## src/wqps_pkg.sv

```systemverilog
// ----------------------------------------------------------------------------
// Weighted quota path scheduler package
// Shared widths, status codes and the structs passed between the scheduler
// modules.
// ----------------------------------------------------------------------------
package wqps_pkg;

	localparam int NUM_PATHS = 8;
	localparam int IDX_W     = (NUM_PATHS > 1) ? $clog2(NUM_PATHS) : 1;
	localparam int CNT_W     = $clog2(NUM_PATHS + 1);
	localparam int LEN_W     = 16;
	localparam int DIV_CNT_W = $clog2(LEN_W + 1);
	localparam int INC_W     = LEN_W + 1;
	localparam int SUM_W     = LEN_W + 2;
	localparam int BYTE_W    = 8;
	localparam int VEC_W     = NUM_PATHS * BYTE_W;
	localparam int LIMIT_W   = 24;
	localparam int PATH_W    = 3;

	typedef enum logic [1:0] {
		STATUS_SENT = 2'd0,
		STATUS_WAIT = 2'd1,
		STATUS_NONE = 2'd2
	} status_t;

	typedef struct packed {
		logic              ok;
		logic [1:0]        rank;
		logic [BYTE_W-1:0] split;
		logic              full;
	} rank_res_t;

	typedef struct packed {
		logic             done;
		logic [LEN_W-1:0] quo;
		logic             rem_nz;
	} div_res_t;

endpackage

```

## src/wqps_rank.sv

```systemverilog
// ----------------------------------------------------------------------------
// Path ranking unit
// Classifies one path from its weight, quota and free window; shared by all
// paths over the scan.
// ----------------------------------------------------------------------------
module wqps_rank (
	input  logic [wqps_pkg::BYTE_W-1:0] weight,
	input  logic [wqps_pkg::BYTE_W-1:0] quota,
	input  logic [wqps_pkg::BYTE_W-1:0] space,
	output wqps_pkg::rank_res_t         res
);
	import wqps_pkg::*;

	logic partly;
	logic unused;
	logic [BYTE_W-1:0] split;

	assign partly = (quota != '0) && (quota < weight);
	assign unused = (quota == '0) && (weight != '0);
	assign split  = partly ? (weight - quota) : weight;

	always_comb begin
		res.ok    = partly || unused;
		res.split = split;
		res.full  = (quota >= weight);
		if (partly) begin
			res.rank = (split > space) ? 2'd0 : 2'd1;
		end else begin
			res.rank = (split > space) ? 2'd2 : 2'd3;
		end
	end

endmodule

```

## src/wqps_div.sv

```systemverilog
// ----------------------------------------------------------------------------
// Iterative divider
// Restoring division, one quotient bit per cycle, with a flag for a nonzero
// remainder so that the caller can round up.
// ----------------------------------------------------------------------------
module wqps_div (
	input  logic                       clk,
	input  logic                       arst_n,
	input  logic                       start,
	input  logic [wqps_pkg::LEN_W-1:0] dividend,
	input  logic [wqps_pkg::LEN_W-1:0] divisor,
	output wqps_pkg::div_res_t         res
);
	import wqps_pkg::*;

	logic [LEN_W-1:0]     rem_q;
	logic [LEN_W-1:0]     quo_q;
	logic [LEN_W-1:0]     dvs_q;
	logic [DIV_CNT_W-1:0] cnt_q;
	logic                 busy_q;
	logic                 done_q;
	logic [LEN_W:0]       trial;
	logic                 take;

	assign trial = {rem_q, quo_q[LEN_W-1]};
	assign take  = (trial >= {1'b0, dvs_q});

	always_ff @(posedge clk or negedge arst_n) begin
		if (!arst_n) begin
			busy_q <= 1'b0;
			done_q <= 1'b0;
			cnt_q  <= '0;
		end else begin
			done_q <= 1'b0;
			if (start) begin
				busy_q <= 1'b1;
				cnt_q  <= DIV_CNT_W'(LEN_W);
			end else if (busy_q) begin
				cnt_q <= cnt_q - 1'b1;
				if (cnt_q == DIV_CNT_W'(1)) begin
					busy_q <= 1'b0;
					done_q <= 1'b1;
				end
			end
		end
	end

	always_ff @(posedge clk) begin
		if (start) begin
			rem_q <= '0;
			quo_q <= dividend;
			dvs_q <= divisor;
		end else if (busy_q) begin
			if (take) begin
				rem_q <= LEN_W'(trial - {1'b0, dvs_q});
			end else begin
				rem_q <= trial[LEN_W-1:0];
			end
			quo_q <= {quo_q[LEN_W-2:0], take};
		end
	end

	assign res.done   = done_q;
	assign res.quo    = quo_q;
	assign res.rem_nz = (rem_q != '0);

endmodule

```

## src/weighted_quota_path_scheduler_unit.sv

```systemverilog
// ----------------------------------------------------------------------------
// Weighted quota path scheduler
// Picks one path per segment request by rank, weight and running quota.
// ----------------------------------------------------------------------------
// The request arrives on the s_ group and one result leaves on the m_ group
// for every request. The weights register is written on the cfg_ channel,
// which is always ready; it must only be written while no request is open.
// A request is scanned one path per cycle through a single ranking unit.
// When every considered path is full, the quotas of the paths not down are
// cleared and the paths are scanned once more. A segment longer than the MSS
// then runs through a bit-serial divider to get the quota increment.
// The block takes one request at a time and is ready again once its result
// sits in the output register. If the receiver stalls, the result is held
// and the next request is still taken and worked on; that one then waits
// for the output register to free up. Reset clears all quotas, restores the
// weights to one for every path and empties the output register.
// ----------------------------------------------------------------------------
module weighted_quota_path_scheduler_unit (
	input  logic         clk,
	input  logic         arst_n,
	input  logic         s_tvalid,
	output logic         s_tready,
	// seg_len[15:0], mss[31:16], down_mask[39:32], busy_mask[47:40],
	// window_vec[111:48]
	input  logic [111:0] s_tdata,
	output logic         m_tvalid,
	input  logic         m_tready,
	// status[1:0], chosen_path[4:2], byte_limit[28:5], zero fill above
	output logic [31:0]  m_tdata,
	input  logic         cfg_valid,
	output logic         cfg_ready,
	input  logic [63:0]  cfg_data
);
	import wqps_pkg::*;

	typedef enum logic [5:0] {
		ST_IDLE   = 6'b000001,
		ST_SCAN   = 6'b000010,
		ST_DECIDE = 6'b000100,
		ST_DIV    = 6'b001000,
		ST_UPDATE = 6'b010000,
		ST_OUT    = 6'b100000
	} state_t;

	state_t               state_q;
	logic [VEC_W-1:0]     weights_q;
	logic [BYTE_W-1:0]    quota_q [NUM_PATHS];
	logic [LEN_W-1:0]     len_q;
	logic [LEN_W-1:0]     mss_q;
	logic [NUM_PATHS-1:0] down_q;
	logic [NUM_PATHS-1:0] busy_q;
	logic [VEC_W-1:0]     win_q;
	logic [IDX_W-1:0]     idx_q;
	logic [CNT_W-1:0]     cons_q;
	logic [CNT_W-1:0]     full_q;
	logic                 best_valid_q;
	logic [1:0]           best_rank_q;
	logic [IDX_W-1:0]     best_idx_q;
	logic [BYTE_W-1:0]    best_split_q;
	logic [BYTE_W-1:0]    best_quota_q;
	logic                 rescan_q;
	logic [INC_W-1:0]     inc_q;
	status_t              res_status_q;
	logic [PATH_W-1:0]    res_path_q;
	logic [LIMIT_W-1:0]   res_limit_q;
	logic                 m_tvalid_q;
	logic [31:0]          m_tdata_q;

	logic [BYTE_W-1:0]    cur_weight;
	logic [BYTE_W-1:0]    cur_quota;
	logic [BYTE_W-1:0]    cur_space;
	rank_res_t            rr;
	div_res_t             dr;
	logic                 div_start;
	logic                 clear_cond;
	logic                 last_idx;
	logic [SUM_W-1:0]     quota_sum;
	logic [LEN_W-1:0]     mss_in;

	assign cur_weight = weights_q[{idx_q, 3'b000} +: BYTE_W];
	assign cur_quota  = quota_q[idx_q];
	assign cur_space  = win_q[{idx_q, 3'b000} +: BYTE_W];
	assign last_idx   = (idx_q == IDX_W'(NUM_PATHS - 1));
	assign clear_cond = !best_valid_q && (cons_q != '0) && (cons_q == full_q) && !rescan_q;
	assign div_start  = (state_q == ST_DECIDE) && !clear_cond && best_valid_q && (len_q > mss_q);
	assign quota_sum  = SUM_W'(best_quota_q) + SUM_W'(inc_q);
	assign mss_in     = (s_tdata[31:16] == '0) ? LEN_W'(1) : s_tdata[31:16];

	wqps_rank u_rank (
		.weight (cur_weight),
		.quota  (cur_quota),
		.space  (cur_space),
		.res    (rr)
	);

	wqps_div u_div (
		.clk      (clk),
		.arst_n   (arst_n),
		.start    (div_start),
		.dividend (len_q),
		.divisor  (mss_q),
		.res      (dr)
	);

	assign s_tready  = (state_q == ST_IDLE);
	assign cfg_ready = 1'b1;
	assign m_tvalid  = m_tvalid_q;
	assign m_tdata   = m_tdata_q;

	always_ff @(posedge clk or negedge arst_n) begin
		if (!arst_n) begin
			state_q      <= ST_IDLE;
			weights_q    <= {NUM_PATHS{8'h01}};
			for (int i = 0; i < NUM_PATHS; i++) begin
				quota_q[i] <= '0;
			end
			idx_q        <= '0;
			cons_q       <= '0;
			full_q       <= '0;
			best_valid_q <= 1'b0;
			rescan_q     <= 1'b0;
			m_tvalid_q   <= 1'b0;
		end else begin
			if (cfg_valid) begin
				weights_q <= cfg_data[VEC_W-1:0];
			end
			if ((state_q == ST_OUT) && (!m_tvalid_q || m_tready)) begin
				m_tvalid_q <= 1'b1;
			end else if (m_tready) begin
				m_tvalid_q <= 1'b0;
			end
			case (state_q)
				ST_IDLE: begin
					if (s_tvalid) begin
						idx_q        <= '0;
						cons_q       <= '0;
						full_q       <= '0;
						best_valid_q <= 1'b0;
						rescan_q     <= 1'b0;
						state_q      <= ST_SCAN;
					end
				end
				ST_SCAN: begin
					if (!down_q[idx_q]) begin
						cons_q <= cons_q + 1'b1;
						if (!busy_q[idx_q]) begin
							if (rr.ok && (!best_valid_q || (rr.rank < best_rank_q))) begin
								best_valid_q <= 1'b1;
							end
							if (rr.full) begin
								full_q <= full_q + 1'b1;
							end
						end
					end
					idx_q <= idx_q + 1'b1;
					if (last_idx) begin
						state_q <= ST_DECIDE;
					end
				end
				ST_DECIDE: begin
					if (clear_cond) begin
						for (int i = 0; i < NUM_PATHS; i++) begin
							if (!down_q[i]) begin
								quota_q[i] <= '0;
							end
						end
						idx_q        <= '0;
						cons_q       <= '0;
						full_q       <= '0;
						best_valid_q <= 1'b0;
						rescan_q     <= 1'b1;
						state_q      <= ST_SCAN;
					end else if (best_valid_q) begin
						state_q <= (len_q > mss_q) ? ST_DIV : ST_UPDATE;
					end else begin
						state_q <= ST_OUT;
					end
				end
				ST_DIV: begin
					if (dr.done) begin
						state_q <= ST_UPDATE;
					end
				end
				ST_UPDATE: begin
					if (quota_sum > SUM_W'(255)) begin
						quota_q[best_idx_q] <= 8'hff;
					end else begin
						quota_q[best_idx_q] <= quota_sum[BYTE_W-1:0];
					end
					state_q <= ST_OUT;
				end
				ST_OUT: begin
					if (!m_tvalid_q || m_tready) begin
						state_q <= ST_IDLE;
					end
				end
				default: begin
					state_q <= ST_IDLE;
				end
			endcase
		end
	end

	always_ff @(posedge clk) begin
		case (state_q)
			ST_IDLE: begin
				len_q  <= s_tdata[15:0];
				mss_q  <= mss_in;
				down_q <= s_tdata[32 +: NUM_PATHS];
				busy_q <= s_tdata[40 +: NUM_PATHS];
				win_q  <= s_tdata[48 +: VEC_W];
			end
			ST_SCAN: begin
				if (!down_q[idx_q] && !busy_q[idx_q] && rr.ok &&
				    (!best_valid_q || (rr.rank < best_rank_q))) begin
					best_rank_q  <= rr.rank;
					best_idx_q   <= idx_q;
					best_split_q <= rr.split;
					best_quota_q <= cur_quota;
				end
			end
			ST_DECIDE: begin
				inc_q        <= INC_W'(1);
				res_status_q <= (cons_q > full_q) ? STATUS_WAIT : STATUS_NONE;
				res_path_q   <= '0;
				res_limit_q  <= '0;
			end
			ST_DIV: begin
				if (dr.done) begin
					inc_q <= INC_W'(dr.quo) + INC_W'(dr.rem_nz);
				end
			end
			ST_UPDATE: begin
				res_status_q <= STATUS_SENT;
				res_path_q   <= PATH_W'(best_idx_q);
				res_limit_q  <= LIMIT_W'(best_split_q) * LIMIT_W'(mss_q);
			end
			ST_OUT: begin
				if (!m_tvalid_q || m_tready) begin
					m_tdata_q <= {3'b000, res_limit_q, res_path_q, res_status_q};
				end
			end
			default: begin
			end
		endcase
	end

endmodule
```

## config.mk

```make
export PLATFORM = sky130hd
export DESIGN_NAME = weighted_quota_path_scheduler_unit
export DESIGN_NICKNAME = d
export VERILOG_FILES = /design/src/wqps_pkg.sv /design/src/wqps_rank.sv /design/src/wqps_div.sv /design/src/weighted_quota_path_scheduler_unit.sv
export SDC_FILE = /design/constraint.sdc
export NUM_CORES = 1
export LEC_CHECK = 0
export BUFFER_PORTS_ARGS = -buffer_cell sky130_fd_sc_hd__buf_4
export CORE_UTILIZATION = 34
export DETAILED_ROUTE_END_ITERATION = 10
export GPL_TIMING_DRIVEN = 0
export SLEW_MARGIN = 20
export SYNTH_ARGS = -nofsm -noshare
export SYNTH_HDL_FRONTEND = slang
export SYNTH_HIERARCHICAL = 1
export SYNTH_SLANG_ARGS = --single-unit
export TNS_END_PERCENT = 50
```

## constraint.sdc

```tcl
create_clock -name clk -period 13.2 [get_ports clk]
set_input_delay 2.64 -clock clk [delete_from_list [all_inputs] [get_ports clk]]
set_output_delay 2.64 -clock clk [all_outputs]
set_load 0.005 [all_outputs]
```

==> impl_metrics.env <==
export IMPL_worstSetupStartpointType="flip-flop"
export IMPL_clk_latency_ns=0.61
export IMPL_hp_class="flip-flop to flip-flop"
export IMPL_io_pins=216
export IMPL_initialDrtViolationCount=874
export IMPL_use_met3_pct=3.24
export IMPL_fp_dieH_um=264
export IMPL_outcome="completed"
export IMPL_grt_max_degree=91
export IMPL_wl_per_cell_um=19.2
export IMPL_async_flop_share_pct=37.7
export IMPL_num_rows=95
export IMPL_ys_flop_type="edfxtp_1"
export IMPL_met2_usage_pct=29.9
export IMPL_gr_usage_all_layers_pct=17.1
export IMPL_yosysMostFrequentCell="edfxtp_1"
export IMPL_ir_drop_mv=0.363
export IMPL_maxCapViolCount=0
export IMPL_netlist_area_um2=23400
export IMPL_finalSetupViolations=0
export IMPL_first_pass_iters=5
export IMPL_synth_area_top_cells="edfxtp_1 (31%), dfrtp_1 (16%), fa_1 (7.5%)"
export IMPL_gp_congestion=0.850
export IMPL_area_growth_pct=18.8
export IMPL_pwr_share_seq_pct=24.9
export IMPL_antenna_left=0
export IMPL_post_cts_buffers=0
export IMPL_antenna_found_initial=1
export IMPL_nFillCells=6407
export IMPL_nets=2539
export IMPL_busiest_layer="met2"
export IMPL_synth_avg_cell_area_um2=12.4
export IMPL_yosys_top_cells_count="edfxtp_1 (240), inv_1 (178), dfrtp_1 (146)"
export IMPL_ctsResizeCount=0
export IMPL_vias_per_cell=5.08
export IMPL_synth_edf_count=240
export IMPL_rsz0062_at_grt="false"
export IMPL_p_clk_share_pct=17.0
export IMPL_p_leak_nw=11.5
export IMPL_post_synth_top_area_cell="edfxtp_1"
export IMPL_utilization_pct=41.1
export IMPL_finalInstanceArea_um2=27800
export IMPL_dieWidth_um=264
export IMPL_drive_above_1_share_pct=23.9
export IMPL_p_int_w=0.00445
export IMPL_portBuffers=210
export IMPL_tightest_slew_ns=1.00
export IMPL_slew_headroom_pct=33.1
export IMPL_tns_ns=0
export IMPL_cts_made_buffers=48
export IMPL_cts_sinks=411
export IMPL_ys_ff_latch=411
export IMPL_place_area_um2=26200
export IMPL_grt_pass1_vias=16662
export IMPL_switching_share_pct=42.9
export IMPL_cts_hold_buf=0
export IMPL_clkTransAtPathRegs_ns=0.07
export IMPL_ctsRootBufferMaster="clkbuf_16"
export IMPL_crit_fanout=12
export IMPL_fin_worst_skew_ns=0.0339
export IMPL_required_ns=13.50
export IMPL_initial_core_util_pct=34.6
export IMPL_drt_total_wl_um=59000
export IMPL_finalCritPeriodShare_pct=56.5
export IMPL_p_comb_share_pct=58.1
export IMPL_p_per_area_nw_per_um2=280
export IMPL_grt_pass1_wl_um=93400
export IMPL_synthDistinctLibCells=86
export IMPL_core_um2=67500
export IMPL_synthCells=1889
export IMPL_die_area_um2=69700
export IMPL_slew_viol_final=0
export IMPL_synth_top_area_share_pct=30.9
export IMPL_grt_ovfl_total=0
export IMPL_grtUsageMet1_pct=21.5
export IMPL_path_class="flip-flop to flip-flop"
export IMPL_dpl_hpwl_um=44000
export IMPL_crit_path_end_kind="flip-flop"
export IMPL_fin_crit_ns=7.45
export IMPL_cts_tree="done"
export IMPL_clockBufferDepth=3
export IMPL_finalHoldViolations=0
export IMPL_drc=0
export IMPL_p_sw_w=0.00334
export IMPL_cts_htree_levels=2
export IMPL_arrival_ns=7.76
export IMPL_via_count=15596
export IMPL_max_freq_mhz=134
export IMPL_ys_seq_area_share_pct=48.9
export IMPL_yosys_warnings=6
## metrics by stage
stage	setup slack [ns]	power, W	cells	hold slack (ns)
6_report	5.75	0.00778	3071	0.418
5_1_grt	5.23	0.00857	3071	0.426
4_1_cts	5.65	0.00789	3070	0.416
3_5_place_dp	5.70	0.00652	2980	0.405
3_3_place_gp	5.07	0.00644	2974	0.404
2_1_floorplan	6.80	0.00536	1891	0.400
## area by class of cell
cell class	count	area, µm²	area share [%]
plain buffers	89	417	1.50
repair buffers	216	1700	6.11
clock inverters	25	269	0.969
inverters	178	673	2.43
diodes	1	2.50	0.00902
flip-flops and latches	411	11400	41.1
clock buffers	65	1310	4.70
multi-input cells	1213	10900	39.2
well taps	873	1090	3.94
## per-layer routing
metal | up-vias | share of wire (%)
li1 | 7274 | -
met1 | 7852 | 42
met2 | 391 | 50
met3 | 79 | 5.6
met4 | 0 | 2.4
met5 | - | 0
## cells by family after synthesis
family / synth area share, %
flip-flops: 48.9
AO/OA/AOI/OAI: 8.18
multiplexers: 11.5
XOR/XNOR: 1.88
other: 0.0322
AND/OR/NAND/NOR: 11.4
buffers and inverters: 4.63
adder cells (fa/ha/maj): 13.6
## power by group through the flow
stage | sequential [W] | clock [W] | combinational [W]
CTS | 0.00194 | 0.00136 | 0.00459
global route | 0.00197 | 0.00140 | 0.00519
detailed placement | 0.00196 | 0 | 0.00456
global placement | 0.00198 | 0 | 0.00446
floorplan | 0.00187 | 0 | 0.00349
finish | 0.00194 | 0.00132 | 0.00452
## critical path, stage by stage (launching register included)
cell and delay (ns):
dfrtp_1 0.36, clkbuf_1 0.54, clkbuf_1 0.60, clkbuf_1 0.78, mux4_2 0.43, mux2_2 0.29, inv_1 0.10, ha_1 0.18
inv_1 0.05, fa_1 0.40, a21o_1 0.22, a21oi_1 0.26, o211ai_2 0.13, o211ai_2 0.11, buf_6 0.21, mux2_4 0.35
ha_1 0.30, nor2b_1 0.14, o21a_1 0.12, o21a_1 0.11, o21ai_1 0.06, a31o_2 0.26, inv_1 0.06, a21boi_0 0.07
o21ai_0 0.16, nand3_1 0.11, nor2_2 0.48, buf_8 0.24
## sequential cells by signal, indices dropped and copies added (netlist names), 3 cells and up
register / flops
weights_q: 64
u_div/cnt_q: 5
u_div/dvs_q: 16
idx_q: 3
full_q: 4
res_path_q: 3
down_q: 8
state_q: 6
u_div/quo_q: 16
u_div/rem_q: 16
len_q: 16
cons_q: 4
busy_q: 8
best_quota_q: 8
best_idx_q: 3
inc_q: 17
best_split_q: 8
win_q: 64
m_tdata: 29
res_limit_q: 24
quota_q: 64
mss_q: 16
## cell usage in the layout, fill, tap and decap left out, drive strengths merged, types with 12 or more instances in the layout
cell	count
a211oi	18
a21o	14
a21oi	45
and2	118
and3	17
buf	238
clkbuf	132
clkinv	14
dfrtp	146
dfxtp	16
edfxtp	240
fa	87
ha	114
inv	181
mux2	113
mux2i	21
mux4	52
nand2	80
nand2b	19
nand3	56
nand4	15
nor2	108
nor3	13
nor4	13
o21a	16
o21ai	87
o2bb2ai	33
or2	12
xnor2	25
xor2	25
## worst paths after layout
path                                start              end  slack [ns]  depth (start not counted)
min in group asynchronous          arst_n    weights_q[31]        2.06                          1
max reg2reg                      idx_q[1]  best_split_q[2]        5.75                         27
min reg2reg                res_limit_q[3]       m_tdata[8]        0.42                          0
min                        res_limit_q[3]       m_tdata[8]        0.42                          0
max in group asynchronous          arst_n       state_q[0]       10.31                          2
max                              idx_q[1]  best_split_q[2]        5.75                         27
No activity file was read; power rests on OpenSTA's default activity.
